<file path="src/hdl/ultrasonic_echo_ranger_unit_assert.svh">
// Assertion macros for the echo ranger RTL.
// Used by the modules that check their own sequencing; needs clk and rst_n in scope.
`ifndef ULTRASONIC_ECHO_RANGER_UNIT_ASSERT_SVH
`define ULTRASONIC_ECHO_RANGER_UNIT_ASSERT_SVH
`ifndef SYNTHESIS
// Checked while out of reset.
`define UER_ASSERT(lbl, prop, msg) \
  lbl: assert property (@(posedge clk) disable iff (!rst_n) prop) else $error(msg);
// Checked at every edge, reset included.
`define UER_ASSERT_ALWAYS(lbl, prop, msg) \
  lbl: assert property (@(posedge clk) prop) else $error(msg);
`else
`define UER_ASSERT(lbl, prop, msg)
`define UER_ASSERT_ALWAYS(lbl, prop, msg)
`endif
`endif

</file>
<file path="src/hdl/uer_pkg.sv">
// Shared types, constants and helpers of the echo ranger.
// No dependencies; every file but the assertion header imports it.
package uer_pkg;

  localparam int TIMER_BITS   = 16;
  localparam int CNT_BITS     = 8;
  localparam int SUM_BITS     = 24;
  localparam int AVG_BITS     = 16;
  localparam int TRIG_BITS    = 8;
  localparam int CFG_BITS     = 16;
  localparam int CFG_IDX_BITS = 2;
  localparam int DIV_STEPS    = SUM_BITS;
  localparam int DIV_CNT_BITS = $clog2(DIV_STEPS);

  localparam logic [CNT_BITS-1:0]   MAX_SAMPLES       = 8'd255;
  localparam logic [TRIG_BITS-1:0]  TRIGGER_US_RST    = 8'd10;
  localparam logic [TIMER_BITS-1:0] ECHO_TIMEOUT_RST  = 16'd5000;
  localparam logic [TIMER_BITS-1:0] MIN_CYCLE_RST     = 16'd60;
  localparam logic [TIMER_BITS-1:0] TIMER_MAX         = {TIMER_BITS{1'b1}};
  localparam logic [SUM_BITS-1:0]   SUM_MAX           = {SUM_BITS{1'b1}};
  localparam logic [AVG_BITS-1:0]   AVG_MAX           = {AVG_BITS{1'b1}};

  typedef enum logic [CFG_IDX_BITS-1:0] {
    CFG_TRIGGER_US   = 2'd0,
    CFG_ECHO_TIMEOUT = 2'd1,
    CFG_MIN_CYCLE    = 2'd2
  } cfg_idx_t;

  typedef enum logic [5:0] {
    PH_IDLE      = 6'b000001,
    PH_TRIG_LOW  = 6'b000010,
    PH_TRIG_HIGH = 6'b000100,
    PH_WAIT_RISE = 6'b001000,
    PH_TIME_HIGH = 6'b010000,
    PH_HOLD      = 6'b100000
  } phase_t;

  typedef struct packed {
    logic                start;
    logic [SUM_BITS-1:0] dividend;
    logic [CNT_BITS-1:0] divisor;
  } div_req_t;

  typedef struct packed {
    logic                done;
    logic [AVG_BITS-1:0] quot;
  } div_rsp_t;

  function automatic logic [TIMER_BITS-1:0] sat_inc(input logic [TIMER_BITS-1:0] v);
    return (v == TIMER_MAX) ? v : v + 1'b1;
  endfunction

endpackage

</file>
<file path="src/hdl/uer_in_if.sv">
// Input tick channel: valid/ready plus the tick payload.
// Depends on uer_pkg for field widths.
interface uer_in_if import uer_pkg::*; ();
  logic                valid;
  logic                ready;
  logic                cmd;
  logic                echo_level;
  logic [CNT_BITS-1:0] sample_count;

  modport source(output valid, cmd, echo_level, sample_count, input ready);
  modport sink(input valid, cmd, echo_level, sample_count, output ready);
endinterface

</file>
<file path="src/hdl/uer_out_if.sv">
// Result channel: valid/ready plus the per-tick result payload.
// Depends on uer_pkg for field widths.
interface uer_out_if import uer_pkg::*; ();
  logic                valid;
  logic                ready;
  logic                trigger_level;
  logic                busy_res;
  logic                done_res;
  logic                timed_out;
  logic [AVG_BITS-1:0] average_us;

  modport source(output valid, trigger_level, busy_res, done_res, timed_out, average_us,
                 input ready);
  modport sink(input valid, trigger_level, busy_res, done_res, timed_out, average_us,
               output ready);
endinterface

</file>
<file path="src/hdl/uer_div.sv">
// Serial restoring divider: sum / count, one quotient bit per cycle.
// Depends on uer_pkg; quotient saturates to the average width.
`include "ultrasonic_echo_ranger_unit_assert.svh"
module uer_div import uer_pkg::*; (
  input  logic     clk,
  input  logic     rst_n,
  input  div_req_t req,
  output div_rsp_t rsp
);

  typedef enum logic [1:0] {
    D_IDLE = 2'b01,
    D_RUN  = 2'b10
  } dstate_t;

  dstate_t                 dstate_r, dstate_nxt;
  logic [DIV_CNT_BITS-1:0] cnt_r, cnt_nxt;
  logic                    done_r, done_nxt;
  logic [SUM_BITS-1:0]     quo_r, quo_nxt;
  logic [CNT_BITS-1:0]     rem_r, rem_nxt;
  logic [CNT_BITS-1:0]     dvs_r, dvs_nxt;
  logic [CNT_BITS:0]       shifted;
  logic [CNT_BITS:0]       diff;
  logic                    ge;

  assign shifted = {rem_r, quo_r[SUM_BITS-1]};
  assign ge      = shifted >= {1'b0, dvs_r};
  assign diff    = shifted - {1'b0, dvs_r};

  always_comb begin
    dstate_nxt = dstate_r;
    cnt_nxt    = cnt_r;
    done_nxt   = 1'b0;
    quo_nxt    = quo_r;
    rem_nxt    = rem_r;
    dvs_nxt    = dvs_r;
    unique case (dstate_r)
      D_IDLE: begin
        if (req.start) begin
          quo_nxt    = req.dividend;
          rem_nxt    = '0;
          dvs_nxt    = req.divisor;
          cnt_nxt    = '0;
          dstate_nxt = D_RUN;
        end
      end
      D_RUN: begin
        // shift in the next dividend bit, subtract when it fits
        rem_nxt = ge ? diff[CNT_BITS-1:0] : shifted[CNT_BITS-1:0];
        quo_nxt = {quo_r[SUM_BITS-2:0], ge};
        cnt_nxt = cnt_r + 1'b1;
        if (cnt_r == DIV_CNT_BITS'(DIV_STEPS - 1)) begin
          done_nxt   = 1'b1;
          dstate_nxt = D_IDLE;
        end
      end
      default: dstate_nxt = D_IDLE;
    endcase
  end

  always_ff @(posedge clk) begin
    if (!rst_n) begin
      dstate_r <= D_IDLE;
      cnt_r    <= '0;
      done_r   <= 1'b0;
    end else begin
      dstate_r <= dstate_nxt;
      cnt_r    <= cnt_nxt;
      done_r   <= done_nxt;
    end
    quo_r <= quo_nxt;
    rem_r <= rem_nxt;
    dvs_r <= dvs_nxt;
  end

  assign rsp.done = done_r;
  assign rsp.quot = (quo_r[SUM_BITS-1:AVG_BITS] != '0) ? AVG_MAX : quo_r[AVG_BITS-1:0];

  `UER_ASSERT(a_start_when_idle, req.start |-> (dstate_r == D_IDLE), "divider start while running")
  `UER_ASSERT(a_done_returns_idle, done_r |-> (dstate_r == D_IDLE), "divider done while running")
  `UER_ASSERT(a_cnt_in_range, (dstate_r == D_RUN) |-> (cnt_r < DIV_CNT_BITS'(DIV_STEPS)),
              "divider step count out of range")

endmodule

</file>
<file path="src/hdl/ultrasonic_echo_ranger_unit.sv">
// Ultrasonic echo ranger. Each input beat is one microsecond tick carrying the echo
// level and an optional start command; each tick returns exactly one result beat with
// the trigger level, busy, done, timeout and average. A plain tick loads the result register
// on acceptance. A tick that ends a run with a nonzero count waits for its average, which
// comes from a serial divider that resolves one quotient bit per clock over 24 steps, and
// no new tick is taken until it finishes. A new tick is taken only while the result
// register is empty or its beat leaves in that same clock.
// Depends on uer_pkg, uer_in_if, uer_out_if, uer_div and the assertion header.
`include "ultrasonic_echo_ranger_unit_assert.svh"
module ultrasonic_echo_ranger_unit import uer_pkg::*; (
  input  logic                    clk,
  input  logic                    rst_n,
  input  logic                    cfg_we,
  input  logic [CFG_IDX_BITS-1:0] cfg_idx,
  input  logic [CFG_BITS-1:0]     cfg_wdata,
  uer_in_if.sink                  in_ch,
  uer_out_if.source               out_ch
);

  typedef enum logic [1:0] {
    S_IDLE = 2'b01,
    S_DIV  = 2'b10
  } seq_t;

  // configuration
  logic [TRIG_BITS-1:0]  trigger_us_r;
  logic [TIMER_BITS-1:0] echo_timeout_r;
  logic [TIMER_BITS-1:0] min_cycle_r;

  // measurement state
  phase_t                phase_r, ph_cur, ph_n;
  logic [TIMER_BITS-1:0] phase_timer_r, pt_n;
  logic [TIMER_BITS-1:0] since_r, st_n;
  logic [CNT_BITS-1:0]   samples_r, sd_n;
  logic [CNT_BITS-1:0]   req_cnt_r, rc_n;
  logic [SUM_BITS-1:0]   sum_r, ws_n;
  logic                  trig_n, done_n, tmo_n, send_n;
  logic [SUM_BITS:0]     sum_ext;
  logic [TIMER_BITS-1:0] tlen;
  logic [CNT_BITS-1:0]   cnt_in;

  // sequencer and result register
  seq_t                  seq_r, seq_nxt;
  logic                  out_valid_r, out_valid_nxt;
  logic                  out_trig_r, out_busy_r, out_done_r, out_tmo_r;
  logic [AVG_BITS-1:0]   out_avg_r, out_avg_nxt;
  logic                  accept, need_div;
  div_req_t              div_req;
  div_rsp_t              div_rsp;

  assign in_ch.ready = (seq_r == S_IDLE) && (!out_valid_r || out_ch.ready);
  assign accept      = in_ch.valid && in_ch.ready;

  assign tlen   = (trigger_us_r == '0) ? TIMER_BITS'(1) : TIMER_BITS'(trigger_us_r);
  assign cnt_in = (in_ch.sample_count > MAX_SAMPLES) ? MAX_SAMPLES : in_ch.sample_count;

  // one tick of the measurement sequence
  always_comb begin
    ph_cur  = phase_r;
    pt_n    = phase_timer_r;
    st_n    = since_r;
    sd_n    = samples_r;
    rc_n    = req_cnt_r;
    ws_n    = sum_r;
    trig_n  = 1'b0;
    done_n  = 1'b0;
    tmo_n   = 1'b0;
    send_n  = 1'b0;
    sum_ext = '0;
    if (phase_r == PH_IDLE && in_ch.cmd) begin
      rc_n = cnt_in;
      sd_n = '0;
      ws_n = '0;
      pt_n = '0;
      st_n = '0;
      if (cnt_in == '0) begin
        done_n = 1'b1;
      end else begin
        ph_cur = PH_TRIG_LOW;
      end
    end
    ph_n = ph_cur;
    unique case (ph_cur)
      PH_IDLE: ;
      PH_TRIG_LOW, PH_TRIG_HIGH: begin
        trig_n = (ph_cur == PH_TRIG_HIGH);
        pt_n   = sat_inc(pt_n);
        if (pt_n >= tlen) begin
          pt_n = '0;
          if (ph_cur == PH_TRIG_LOW) begin
            ph_n = PH_TRIG_HIGH;
          end else begin
            ph_n = PH_WAIT_RISE;
            st_n = '0;
          end
        end
      end
      PH_WAIT_RISE: begin
        st_n = sat_inc(st_n);
        if (in_ch.echo_level) begin
          ph_n = PH_TIME_HIGH;
          pt_n = '0;
        end else if (st_n > echo_timeout_r) begin
          done_n = 1'b1;
          tmo_n  = 1'b1;
        end
      end
      PH_TIME_HIGH: begin
        st_n = sat_inc(st_n);
        pt_n = sat_inc(pt_n);
        if (!in_ch.echo_level) begin
          sum_ext = {1'b0, ws_n} + (SUM_BITS + 1)'(pt_n);
          ws_n    = sum_ext[SUM_BITS] ? SUM_MAX : sum_ext[SUM_BITS-1:0];
          if (st_n >= min_cycle_r) begin
            send_n = 1'b1;
          end else begin
            ph_n = PH_HOLD;
          end
        end else if (pt_n > echo_timeout_r) begin
          done_n = 1'b1;
          tmo_n  = 1'b1;
        end
      end
      PH_HOLD: begin
        st_n = sat_inc(st_n);
        if (st_n >= min_cycle_r) begin
          send_n = 1'b1;
        end
      end
      default: ph_n = PH_IDLE;
    endcase
    if (send_n) begin
      sd_n = sd_n + 1'b1;
      pt_n = '0;
      if (sd_n >= rc_n) begin
        done_n = 1'b1;
      end else begin
        ph_n = PH_TRIG_LOW;
      end
    end
    if (done_n) begin
      ph_n = PH_IDLE;
      pt_n = '0;
    end
  end

  assign need_div         = done_n && (rc_n != '0);
  assign div_req.start    = accept && need_div;
  assign div_req.dividend = ws_n;
  assign div_req.divisor  = rc_n;

  uer_div u_div (
    .clk   (clk),
    .rst_n (rst_n),
    .req   (div_req),
    .rsp   (div_rsp)
  );

  always_comb begin
    seq_nxt       = seq_r;
    out_valid_nxt = out_valid_r;
    out_avg_nxt   = out_avg_r;
    if (out_valid_r && out_ch.ready) begin
      out_valid_nxt = 1'b0;
    end
    unique case (seq_r)
      S_IDLE: begin
        if (accept) begin
          out_avg_nxt = '0;
          if (need_div) begin
            seq_nxt = S_DIV;
          end else begin
            out_valid_nxt = 1'b1;
          end
        end
      end
      S_DIV: begin
        // hold the flags, drop in the average when the divider finishes
        if (div_rsp.done) begin
          out_avg_nxt   = div_rsp.quot;
          out_valid_nxt = 1'b1;
          seq_nxt       = S_IDLE;
        end
      end
      default: seq_nxt = S_IDLE;
    endcase
  end

  always_ff @(posedge clk) begin
    if (!rst_n) begin
      trigger_us_r   <= TRIGGER_US_RST;
      echo_timeout_r <= ECHO_TIMEOUT_RST;
      min_cycle_r    <= MIN_CYCLE_RST;
      phase_r        <= PH_IDLE;
      phase_timer_r  <= '0;
      since_r        <= '0;
      samples_r      <= '0;
      req_cnt_r      <= '0;
      sum_r          <= '0;
      seq_r          <= S_IDLE;
      out_valid_r    <= 1'b0;
    end else begin
      if (cfg_we) begin
        unique case (cfg_idx)
          CFG_TRIGGER_US:   trigger_us_r   <= cfg_wdata[TRIG_BITS-1:0];
          CFG_ECHO_TIMEOUT: echo_timeout_r <= cfg_wdata;
          CFG_MIN_CYCLE:    min_cycle_r    <= cfg_wdata;
          default: ;
        endcase
      end
      if (accept) begin
        phase_r       <= ph_n;
        phase_timer_r <= pt_n;
        since_r       <= st_n;
        samples_r     <= sd_n;
        req_cnt_r     <= rc_n;
        sum_r         <= ws_n;
      end
      seq_r       <= seq_nxt;
      out_valid_r <= out_valid_nxt;
    end
    if (accept) begin
      out_trig_r <= trig_n;
      out_busy_r <= (ph_n != PH_IDLE);
      out_done_r <= done_n;
      out_tmo_r  <= tmo_n;
    end
    out_avg_r <= out_avg_nxt;
  end

  assign out_ch.valid         = out_valid_r;
  assign out_ch.trigger_level = out_trig_r;
  assign out_ch.busy_res      = out_busy_r;
  assign out_ch.done_res      = out_done_r;
  assign out_ch.timed_out     = out_tmo_r;
  assign out_ch.average_us    = out_avg_r;

  `UER_ASSERT(a_div_done_in_div, div_rsp.done |-> (seq_r == S_DIV), "divider result outside S_DIV")
  `UER_ASSERT(a_no_result_during_div, (seq_r == S_DIV) |-> !out_valid_nxt || div_rsp.done,
              "result raised before average ready")
  `UER_ASSERT(a_done_not_busy, out_valid_r && out_done_r |-> !out_busy_r,
              "run end reported as still busy")
  `UER_ASSERT(a_timeout_with_done, out_valid_r && out_tmo_r |-> out_done_r,
              "timeout flagged without done")

endmodule

</file>
<file path="src/flat_wrapper.sv">
// flat-port wrapper written by rule: the top's interface ports become plain ports
module ultrasonic_echo_ranger_unit_flat import uer_pkg::*;
  (clk, rst_n, cfg_we, cfg_idx, cfg_wdata, in_ch_valid, in_ch_cmd, in_ch_echo_level, in_ch_sample_count, in_ch_ready, out_ch_valid, out_ch_trigger_level, out_ch_busy_res, out_ch_done_res, out_ch_timed_out, out_ch_average_us, out_ch_ready);
  uer_in_if in_ch_i ();
  uer_out_if out_ch_i ();
  input  logic clk;
  input  logic rst_n;
  input  logic cfg_we;
  input  logic [CFG_IDX_BITS-1:0] cfg_idx;
  input  logic [CFG_BITS-1:0] cfg_wdata;
  input wire logic [$bits(in_ch_i.valid)-1:0] in_ch_valid;
  input wire logic [$bits(in_ch_i.cmd)-1:0] in_ch_cmd;
  input wire logic [$bits(in_ch_i.echo_level)-1:0] in_ch_echo_level;
  input wire logic [$bits(in_ch_i.sample_count)-1:0] in_ch_sample_count;
  output wire logic [$bits(in_ch_i.ready)-1:0] in_ch_ready;
  output wire logic [$bits(out_ch_i.valid)-1:0] out_ch_valid;
  output wire logic [$bits(out_ch_i.trigger_level)-1:0] out_ch_trigger_level;
  output wire logic [$bits(out_ch_i.busy_res)-1:0] out_ch_busy_res;
  output wire logic [$bits(out_ch_i.done_res)-1:0] out_ch_done_res;
  output wire logic [$bits(out_ch_i.timed_out)-1:0] out_ch_timed_out;
  output wire logic [$bits(out_ch_i.average_us)-1:0] out_ch_average_us;
  input wire logic [$bits(out_ch_i.ready)-1:0] out_ch_ready;
  assign in_ch_i.valid = in_ch_valid;
  assign in_ch_i.cmd = in_ch_cmd;
  assign in_ch_i.echo_level = in_ch_echo_level;
  assign in_ch_i.sample_count = in_ch_sample_count;
  assign in_ch_ready = in_ch_i.ready;
  assign out_ch_valid = out_ch_i.valid;
  assign out_ch_trigger_level = out_ch_i.trigger_level;
  assign out_ch_busy_res = out_ch_i.busy_res;
  assign out_ch_done_res = out_ch_i.done_res;
  assign out_ch_timed_out = out_ch_i.timed_out;
  assign out_ch_average_us = out_ch_i.average_us;
  assign out_ch_i.ready = out_ch_ready;
  ultrasonic_echo_ranger_unit u_core (.clk(clk), .rst_n(rst_n), .cfg_we(cfg_we), .cfg_idx(cfg_idx), .cfg_wdata(cfg_wdata), .in_ch(in_ch_i), .out_ch(out_ch_i));
endmodule
</file>
<file path="config.mk">
export PLATFORM = sky130hd
export DESIGN_NAME = ultrasonic_echo_ranger_unit_flat
export DESIGN_NICKNAME = d
export VERILOG_FILES = /design/src/hdl/uer_pkg.sv /design/src/hdl/uer_in_if.sv /design/src/hdl/uer_out_if.sv /design/src/hdl/uer_div.sv /design/src/hdl/ultrasonic_echo_ranger_unit.sv /design/src/flat_wrapper.sv
export VERILOG_INCLUDE_DIRS = /design/src /design/src/hdl
export SDC_FILE = /design/constraint.sdc
export NUM_CORES = 1
export LEC_CHECK = 0
export CAP_MARGIN = 20
export CORE_ASPECT_RATIO = 1.4
export CORE_UTILIZATION = 30
export DETAILED_ROUTE_END_ITERATION = 7
export DONT_BUFFER_PORTS = 1
export PLACE_DENSITY = 0.51
export SLEW_MARGIN = 20
export SYNTH_ARGS = -nofsm -noshare
export SYNTH_HDL_FRONTEND = slang
export SYNTH_SLANG_ARGS = --single-unit
</file>
<file path="constraint.sdc">
create_clock -name clk -period 9.9 [get_ports clk]
set_input_delay 2.475 -clock clk [delete_from_list [all_inputs] [get_ports clk]]
set_output_delay 2.475 -clock clk [all_outputs]
set_load 0.02 [all_outputs]
</file>
## Word level (Yosys, flattened, before mapping)

Index checks and enable logic that the tools add are counted.

| operators by class | value |
|---|---|
| magnitude comparators | 7 |
| equality and inequality tests | 22 |
| div/mod/pow operators | 0 |
| bitwise operators | 0 |
| add/sub/neg operators | 6 |
| mux-type cells | 73 |
| shift-type cells | 0 |
| multipliers | 0 |
| reductions and logical operators | 27 |

Operators with widths:

| kind | number |
|---|---|
| $mux 16 | 13 |
| $mux 24 | 5 |
| $pmux 16 s2 | 2 |
| $mux 8 | 7 |
| $mux 6 | 9 |
| $pmux 16 s3 | 1 |
| $pmux 24 s2 | 1 |
| $add 16x1->16 const B | 2 |
| $eq 16x16->1 const B | 2 |
| $ge 16x16->1 | 2 |
| $gt 16x16->1 | 2 |
| $add 24x16->25 | 1 |
| $pmux 6 s4 | 1 |
| $mux 1 | 19 |
| $logic_not 8->1 | 2 |
| $pmux 8 s2 | 1 |
| $reduce_bool 8->1 | 2 |
| $reduce_and 2->1 | 7 |
| $eq 6x1->1 const B | 2 |
| $mux 2 | 5 |
| $pmux 5 s2 | 1 |
| $ge 9x8->1 | 1 |
| $add 8x1->8 const B | 1 |
| $ge 8x8->1 | 1 |
| other kinds (26) | 45 |

| storage, ports and cells | value |
|---|---|
| input bits | 33 |
| word-level logic and storage cells | 157 |
| flip-flop bits (word level) | 189 |
| bits in read-only memories | 0 |
| latch bits | 0 |
| memories kept | 0 |
| bits in writable memories | 0 |
| output and inout bits | 22 |

## Longest topological paths before layout

| logic depth | value |
|---|---|
| depth after elaboration | 15 |
| depth in mapped cells | 28 |
| mapped depth without buffers | 21 |

## Cells and area by module

A second synthesis with hierarchy kept.

| unflattened totals | value |
|---|---|
| cell total of the unflattened synthesis | 1495 |
| area, all modules | 12394.4 um^2 |

By module, submodules not included:

| module | sequential area each (um^2) | cells each | instances | area an instance (um^2) |
|---|---|---|---|---|
| ultrasonic_echo_ranger_unit | 3022.9 | 1235 | 1 | 9819.4 |
| uer_div | 1361.3 | 260 | 1 | 2575.0 |

## Worst setup path before layout

OpenSTA, ideal clock, no wires.

| timing | value |
|---|---|
| kind | input-to-reg |
| start | input port in_ch_cmd |
| end | register u_core.u_div.quo_r[0] (enable) |
| buffers on the path | 6 |
| path slack | 1.487 ns |
| library setup time | 0.375 ns |
| cell stages on the path | 24 |
| arrival | 8.038 ns |
| data required time | 9.525 ns |
| path through | and3b_1 > nand2_1 > clkbuf_1 > clkbuf_1 > clkbuf_1 > clkbuf_1 > nand2_1 > inv_1 > ha_1 > and3_1 > clkbuf_1 > nand4_1 > and4_1 > clkbuf_1 > xnor2_1 > nor2_1 > ha_1 > o21ai_0 > or3_1 > o2111a_1 > a211oi_2 > o21ai_0 > a211oi_2 > or2_2 |

| on the way | value |
|---|---|
| cells in the longest elaborated chain, start to end | 14 |
| elaborated cells on any way between the ends | 36 |
| those cells by class | add/sub (3); order compare (4); eq/ne (6); mux (18); reduce/logical (5) |

RTL lines:

| what | RTL line | source |
|---|---|---|
| start: declaration | flat_wrapper.sv:12 | `input wire logic [$bits(in_ch_i.cmd)-1:0] in_ch_cmd;` |
| $logic_and 1x1->1 (*) | ultrasonic_echo_ranger_unit.sv:70 | `if (phase_r == PH_IDLE && in_ch.cmd) begin` |
| $mux 16 | ultrasonic_echo_ranger_unit.sv:70 |  |
| $add 16x1->16 or $eq 16x16->1 (tied branches) | uer_pkg.sv:50 | `return (v == TIMER_MAX) ? v : v + 1'b1;` |
| $mux 16 | uer_pkg.sv:50 |  |
| $gt 16x16->1 (on tied branches) | ultrasonic_echo_ranger_unit.sv:119, ultrasonic_echo_ranger_unit.sv:103 |  |
| $mux 1 (on tied branches) | ultrasonic_echo_ranger_unit.sv:119, ultrasonic_echo_ranger_unit.sv:103 |  |
| $mux 1 (on tied branches) | ultrasonic_echo_ranger_unit.sv:111, ultrasonic_echo_ranger_unit.sv:100 |  |
| $pmux 1 s2 | ultrasonic_echo_ranger_unit.sv:83 | `unique case (ph_cur)` |
| $mux 1 | ultrasonic_echo_ranger_unit.sv:135 | `if (sd_n >= rc_n) begin` |
| $mux 1 | ultrasonic_echo_ranger_unit.sv:132 | `if (send_n) begin` |
| $logic_and 1x1->1 (*) | ultrasonic_echo_ranger_unit.sv:147 | `assign need_div = done_n && (rc_n != '0);` |
| $logic_and 1x1->1 (*) | ultrasonic_echo_ranger_unit.sv:148 | `assign div_req.start = accept && need_div;` |
| $ne 2x1->1 (no line) (*) | n/a |  |
| $reduce_and 2->1 (no line) (*) | n/a |  |
| end signal: assignment | uer_div.sv:71 | `quo_r <= quo_nxt;` |
| end: declaration | uer_div.sv:19 | `logic [SUM_BITS-1:0] quo_r, quo_nxt;` |

Every way passes the cells marked *; elsewhere a longest branch is shown, timed or not.
A chain may end at the register's enable or synchronous reset.

## Worst setup path after layout

| timing | value |
|---|---|
| start | input port in_ch_cmd |
| end | register u_core.sum_r[22] |

| on the way | value |
|---|---|
| cells in the longest elaborated chain, start to end | 8 |
| elaborated cells on any way between the ends | 12 |
| those cells by class | add/sub (2); eq/ne (2); mux (7); reduce/logical (1) |

RTL lines:

| what | RTL line | source |
|---|---|---|
| $logic_and 1x1->1 (*) | ultrasonic_echo_ranger_unit.sv:70 |  |
| $mux 16 | ultrasonic_echo_ranger_unit.sv:70 |  |
| $add 16x1->16 or $eq 16x16->1 (tied branches) | uer_pkg.sv:50 |  |
| $mux 16 | uer_pkg.sv:50 |  |
| $add 24x16->25 | ultrasonic_echo_ranger_unit.sv:112 | `sum_ext = {1'b0, ws_n} + (SUM_BITS + 1)'(pt_n);` |
| $mux 24 | ultrasonic_echo_ranger_unit.sv:113 | `ws_n = sum_ext[SUM_BITS] ? SUM_MAX : sum_ext[SUM_BITS-1:0];` |
| $mux 24 | ultrasonic_echo_ranger_unit.sv:111 | `if (!in_ch.echo_level) begin` |
| $mux 24 (*) | ultrasonic_echo_ranger_unit.sv:83 |  |
| end signal: assignment | ultrasonic_echo_ranger_unit.sv:217 | `sum_r <= ws_n;` |
| end: declaration | ultrasonic_echo_ranger_unit.sv:36 | `logic [SUM_BITS-1:0] sum_r, ws_n;` |

Marked as above.

==> reports/summary.md <==
Element type at the critical path start: an input pin. The run finished with clean final reports. Counting flops with a built-in enable in the synthesized netlist gives 60.

During I/O placement, the number of pins put on the boundary was 55. In this run, CTS created clock tree buffers numbering 17. Yosys instantiated no cell more often than sky130_fd_sc_hd__nand2_1.

The tools report the number of levels the H-tree was split into as 4. The run gives 0 as the number of slew-limit violations in the final report. The leftover overflow at the end of global routing is 0, and the area share of the leading cell type in the synthesized netlist is 21.5%. Setup violations remaining at the end of the flow were counted as 0. The largest fanout of any net on the critical path came out at 11. The logs give 9943 for the via count of the first global-routing pass and 55000 um for the wire length of the first global-routing pass.

Counting flops with an async set or reset pin after synthesis yields a share of 0%. The tools report the worst hold-check slack as 0.455 ns. The worst hold path belongs to the class reg -> reg. The mean routed wirelength per cell was 17.8 um; the via count of the routed design was 10300. The run gives 86 as the number of rows created at floorplan. Of the available clock period, the critical path in the final layout requires 80.1%.

For this run, the post-layout net count is 1528. The tool flagged a number of max-cap violations equal to 0. The tools report the post-detailed-routing wire length as 34500 um. During placement, the flow inserted port buffers numbering 0. For the worst setup path, the data required time is 10.24 ns. The initial antenna violation count was 0; the peak supply drop was 86.2 uV. Sorting the synthesized cells by area gives the leading types as sky130_fd_sc_hd__dfxtp_1, sky130_fd_sc_hd__edfxtp_1, sky130_fd_sc_hd__ha_1.

The count of cells resized by post-cts repair was 0. After clock tree synthesis, the flow added hold-fix buffers numbering 0. The filler cells instantiated in the layout total 4173.

In the routed layout, each cell is associated on average with a via count of 5.31. Relative to the synthesized area, the layout overhead comes to 9.24%. Before antenna repair, the detailed router went through 5 iterations. For the worst setup timing slack at the placement stage, the log shows 1.49 ns. The critical path is of the in -> reg type. The post-route setup TNS was 0 ns; the largest net degree at the start of global routing was 72.

The commonest cells after synthesis are sky130_fd_sc_hd__nand2_1, sky130_fd_sc_hd__dfxtp_1, sky130_fd_sc_hd__nor2_1. Clock latency on the worst-skew pair, taken at its later pin, is 0.46 ns. The endpoint class of the critical path was a register.

The leakage power total is 5.11 nW. The run gives 189 as the total number of clock tree sinks. The tools report the post-route worst setup slack as 1.97 ns. The maximum clock path buffer count is 2, and the number of distinct standard cells referenced by the synthesized netlist is 86. Setup repair after global routing left no endpoint under its margin.

Post-synthesis area per instance: 8.39 um2. The final hold violation count was 0; the fraction of layout cells with a size suffix above 1 was 5.88%. At the pin with the least slew margin, the transition time is 1.01 ns. For this design the ratio of total power to cell area is 127 mW/mm2. Data arrives at the worst endpoint at 8.27 ns.

In this run, synthesis produced a sequential element count of 189. Once the clock tree was built, the setup fixing pass inserted 0 buffers. For the number of inserted diodes, the log shows 0. Dominant cell type by area after synthesis: sky130_fd_sc_hd__dfxtp_1. For the starting utilization of the core area, the log shows 30.5%. Cell chosen for the clock root: sky130_fd_sc_hd__clkbuf_16. The logs give 0.0395 mm2 for the area of the placeable core and 0.878 for the final weighted congestion in routability-driven placement.

Post-route clock skew: 0.0133 ns. The number of nets in the synthesized netlist is 1562. TritonCTS built the clock tree. The placed standard-cell area is 0.0125 mm2. The die outline area came out at 0.0409 mm2. Yosys printed 0 warnings. The final non-filler cell area was 0.0131 mm2. The first routing iteration left 548 violations.

In the global route stage, overall resource usage came out at 17.5%. Once detail routing completed, the nets flagged for antenna violations numbered 0. Synthesis handed over a netlist of 1433 instances. After clock tree synthesis, the clock-pin slew on the worst setup and hold paths is 0.08 ns. The setup check on the worst reg-to-reg path leaves a slack of 3.49 ns.

Sequential elements use 36.5% of the synthesized area. The worst path in the final design needs a cycle of 7.93 ns, including I/O delays and setup. The most used flip-flop cell after synthesis was sky130_fd_sc_hd__dfxtp_1.

The floorplan step set the die height to 239 um. The floorplan step set the die width to 171 um. The tools report the total half-perimeter wirelength after legalization and detailed placement as 25300 um. The design draws 1.66 mW.

After detailed routing, the number of remaining DRC violations is 0. The worst max-slew margin expressed relative to the limit was 32.5%; the post-synth design cell area was 0.0120 mm2. For this run, the top clock speed supported by timing is 0.126 GHz.
## logic make-up (layout without fill, tap and decap cells)
logic type / count (synthesis) / in the layout / synth area share, %
simple gates: 546 / 546 / 22.1
xor+xnor: 49 / 49 / 3.57
mux: 22 / 22 / 1.88
compound gates: 374 / 374 / 20.8
flops: 189 / 189 / 36.5
fa+ha+maj: 96 / 96 / 10.1
buf+inv: 157 / 136 / 5.07
## layout by cell type, fill, tap and decap left out, types with 25 or more instances in the layout
cell / instances
sky130_fd_sc_hd__nor2_1: 119
sky130_fd_sc_hd__dfxtp_1: 129
sky130_fd_sc_hd__a21oi_1: 103
sky130_fd_sc_hd__nand3_1: 42
sky130_fd_sc_hd__nand2_1: 191
sky130_fd_sc_hd__o21ai_0: 75
sky130_fd_sc_hd__xor2_1: 27
sky130_fd_sc_hd__inv_1: 85
sky130_fd_sc_hd__edfxtp_1: 60
sky130_fd_sc_hd__ha_1: 94
sky130_fd_sc_hd__and2_1: 26
sky130_fd_sc_hd__nand4_1: 25
## state kept, by name (all words and copies together) (netlist names), 6 cells and up
signal and count:
u_core.sum_r 24, u_core.u_div.quo_r 24, u_core.echo_timeout_r 16, u_core.min_cycle_r 16, u_core.out_ch.average_us 16, u_core.phase_timer_r 16
u_core.since_r 16, u_core.req_cnt_r 8, u_core.samples_r 8, u_core.trigger_us_r 8, u_core.u_div.dvs_r 8, u_core.u_div.rem_r 8
u_core.phase_r 6
## layer usage
layer  global-route usage (%)  vias to the layer above  part of all wire (%)
met4                     7.17                        0                   2.7
li1                         -                     5093                     -
met3                     3.20                       59                   4.3
met1                     20.9                     4881                    43
met2                     30.4                      264                    50
met5                        0                        -                     0
## area by class of cell
class,instances,area (um2),share of cell area [%]
multi-input cells,1087,7040,53.6
flip-flops and latches,189,4380,33.4
well taps,528,661,5.03
clock buffers,17,425,3.24
inverters,86,323,2.46
clock inverters,15,168,1.28
repair buffers,18,135,1.03
## worst max-delay path: stages
cell and delay, ns:
sky130_fd_sc_hd__and3b_1 0.15, sky130_fd_sc_hd__nand2_1 0.39, sky130_fd_sc_hd__nand2_1 0.21, sky130_fd_sc_hd__inv_1 0.12
sky130_fd_sc_hd__ha_1 0.34, sky130_fd_sc_hd__and2_1 0.20, sky130_fd_sc_hd__nand4_1 0.17, sky130_fd_sc_hd__or3_1 0.56
sky130_fd_sc_hd__and3_1 0.25, sky130_fd_sc_hd__xnor2_1 0.12, sky130_fd_sc_hd__nor2_1 0.36, sky130_fd_sc_hd__ha_1 0.32
sky130_fd_sc_hd__nor3_1 0.11, sky130_fd_sc_hd__o31ai_2 0.26, sky130_fd_sc_hd__nand2_1 0.17, sky130_fd_sc_hd__o41a_1 0.51
sky130_fd_sc_hd__nor4_1 0.61, sky130_fd_sc_hd__and3_1 0.30, sky130_fd_sc_hd__mux2_1 0.33, sky130_fd_sc_hd__a221o_1 0.31
## report_power, final
part,switching [mW],internal (mW)
registers,0.0140,0.811
logic,0.0856,0.0351
clock network,0.357,0.361
total,0.457,1.21
## stage by stage
step	util (%)	std cells
final	33.3	1940
after global routing	33.3	1940
after CTS	33.3	1940
after detailed placement	31.8	1908
after global placement	31.8	1908
after floorplan	-	1433
## final timing paths
check                         startpoint                endpoint  cells past startpoint
hold reg to reg   u_core.min_cycle_r[12]  u_core.min_cycle_r[12]                      2
setup / recovery               in_ch_cmd        u_core.sum_r[22]                     20
hold / removal    u_core.min_cycle_r[12]  u_core.min_cycle_r[12]                      2
setup reg to reg       u_core.phase_r[1]        u_core.sum_r[22]                     20
Note: power is estimated with default switching activity, not from simulation.
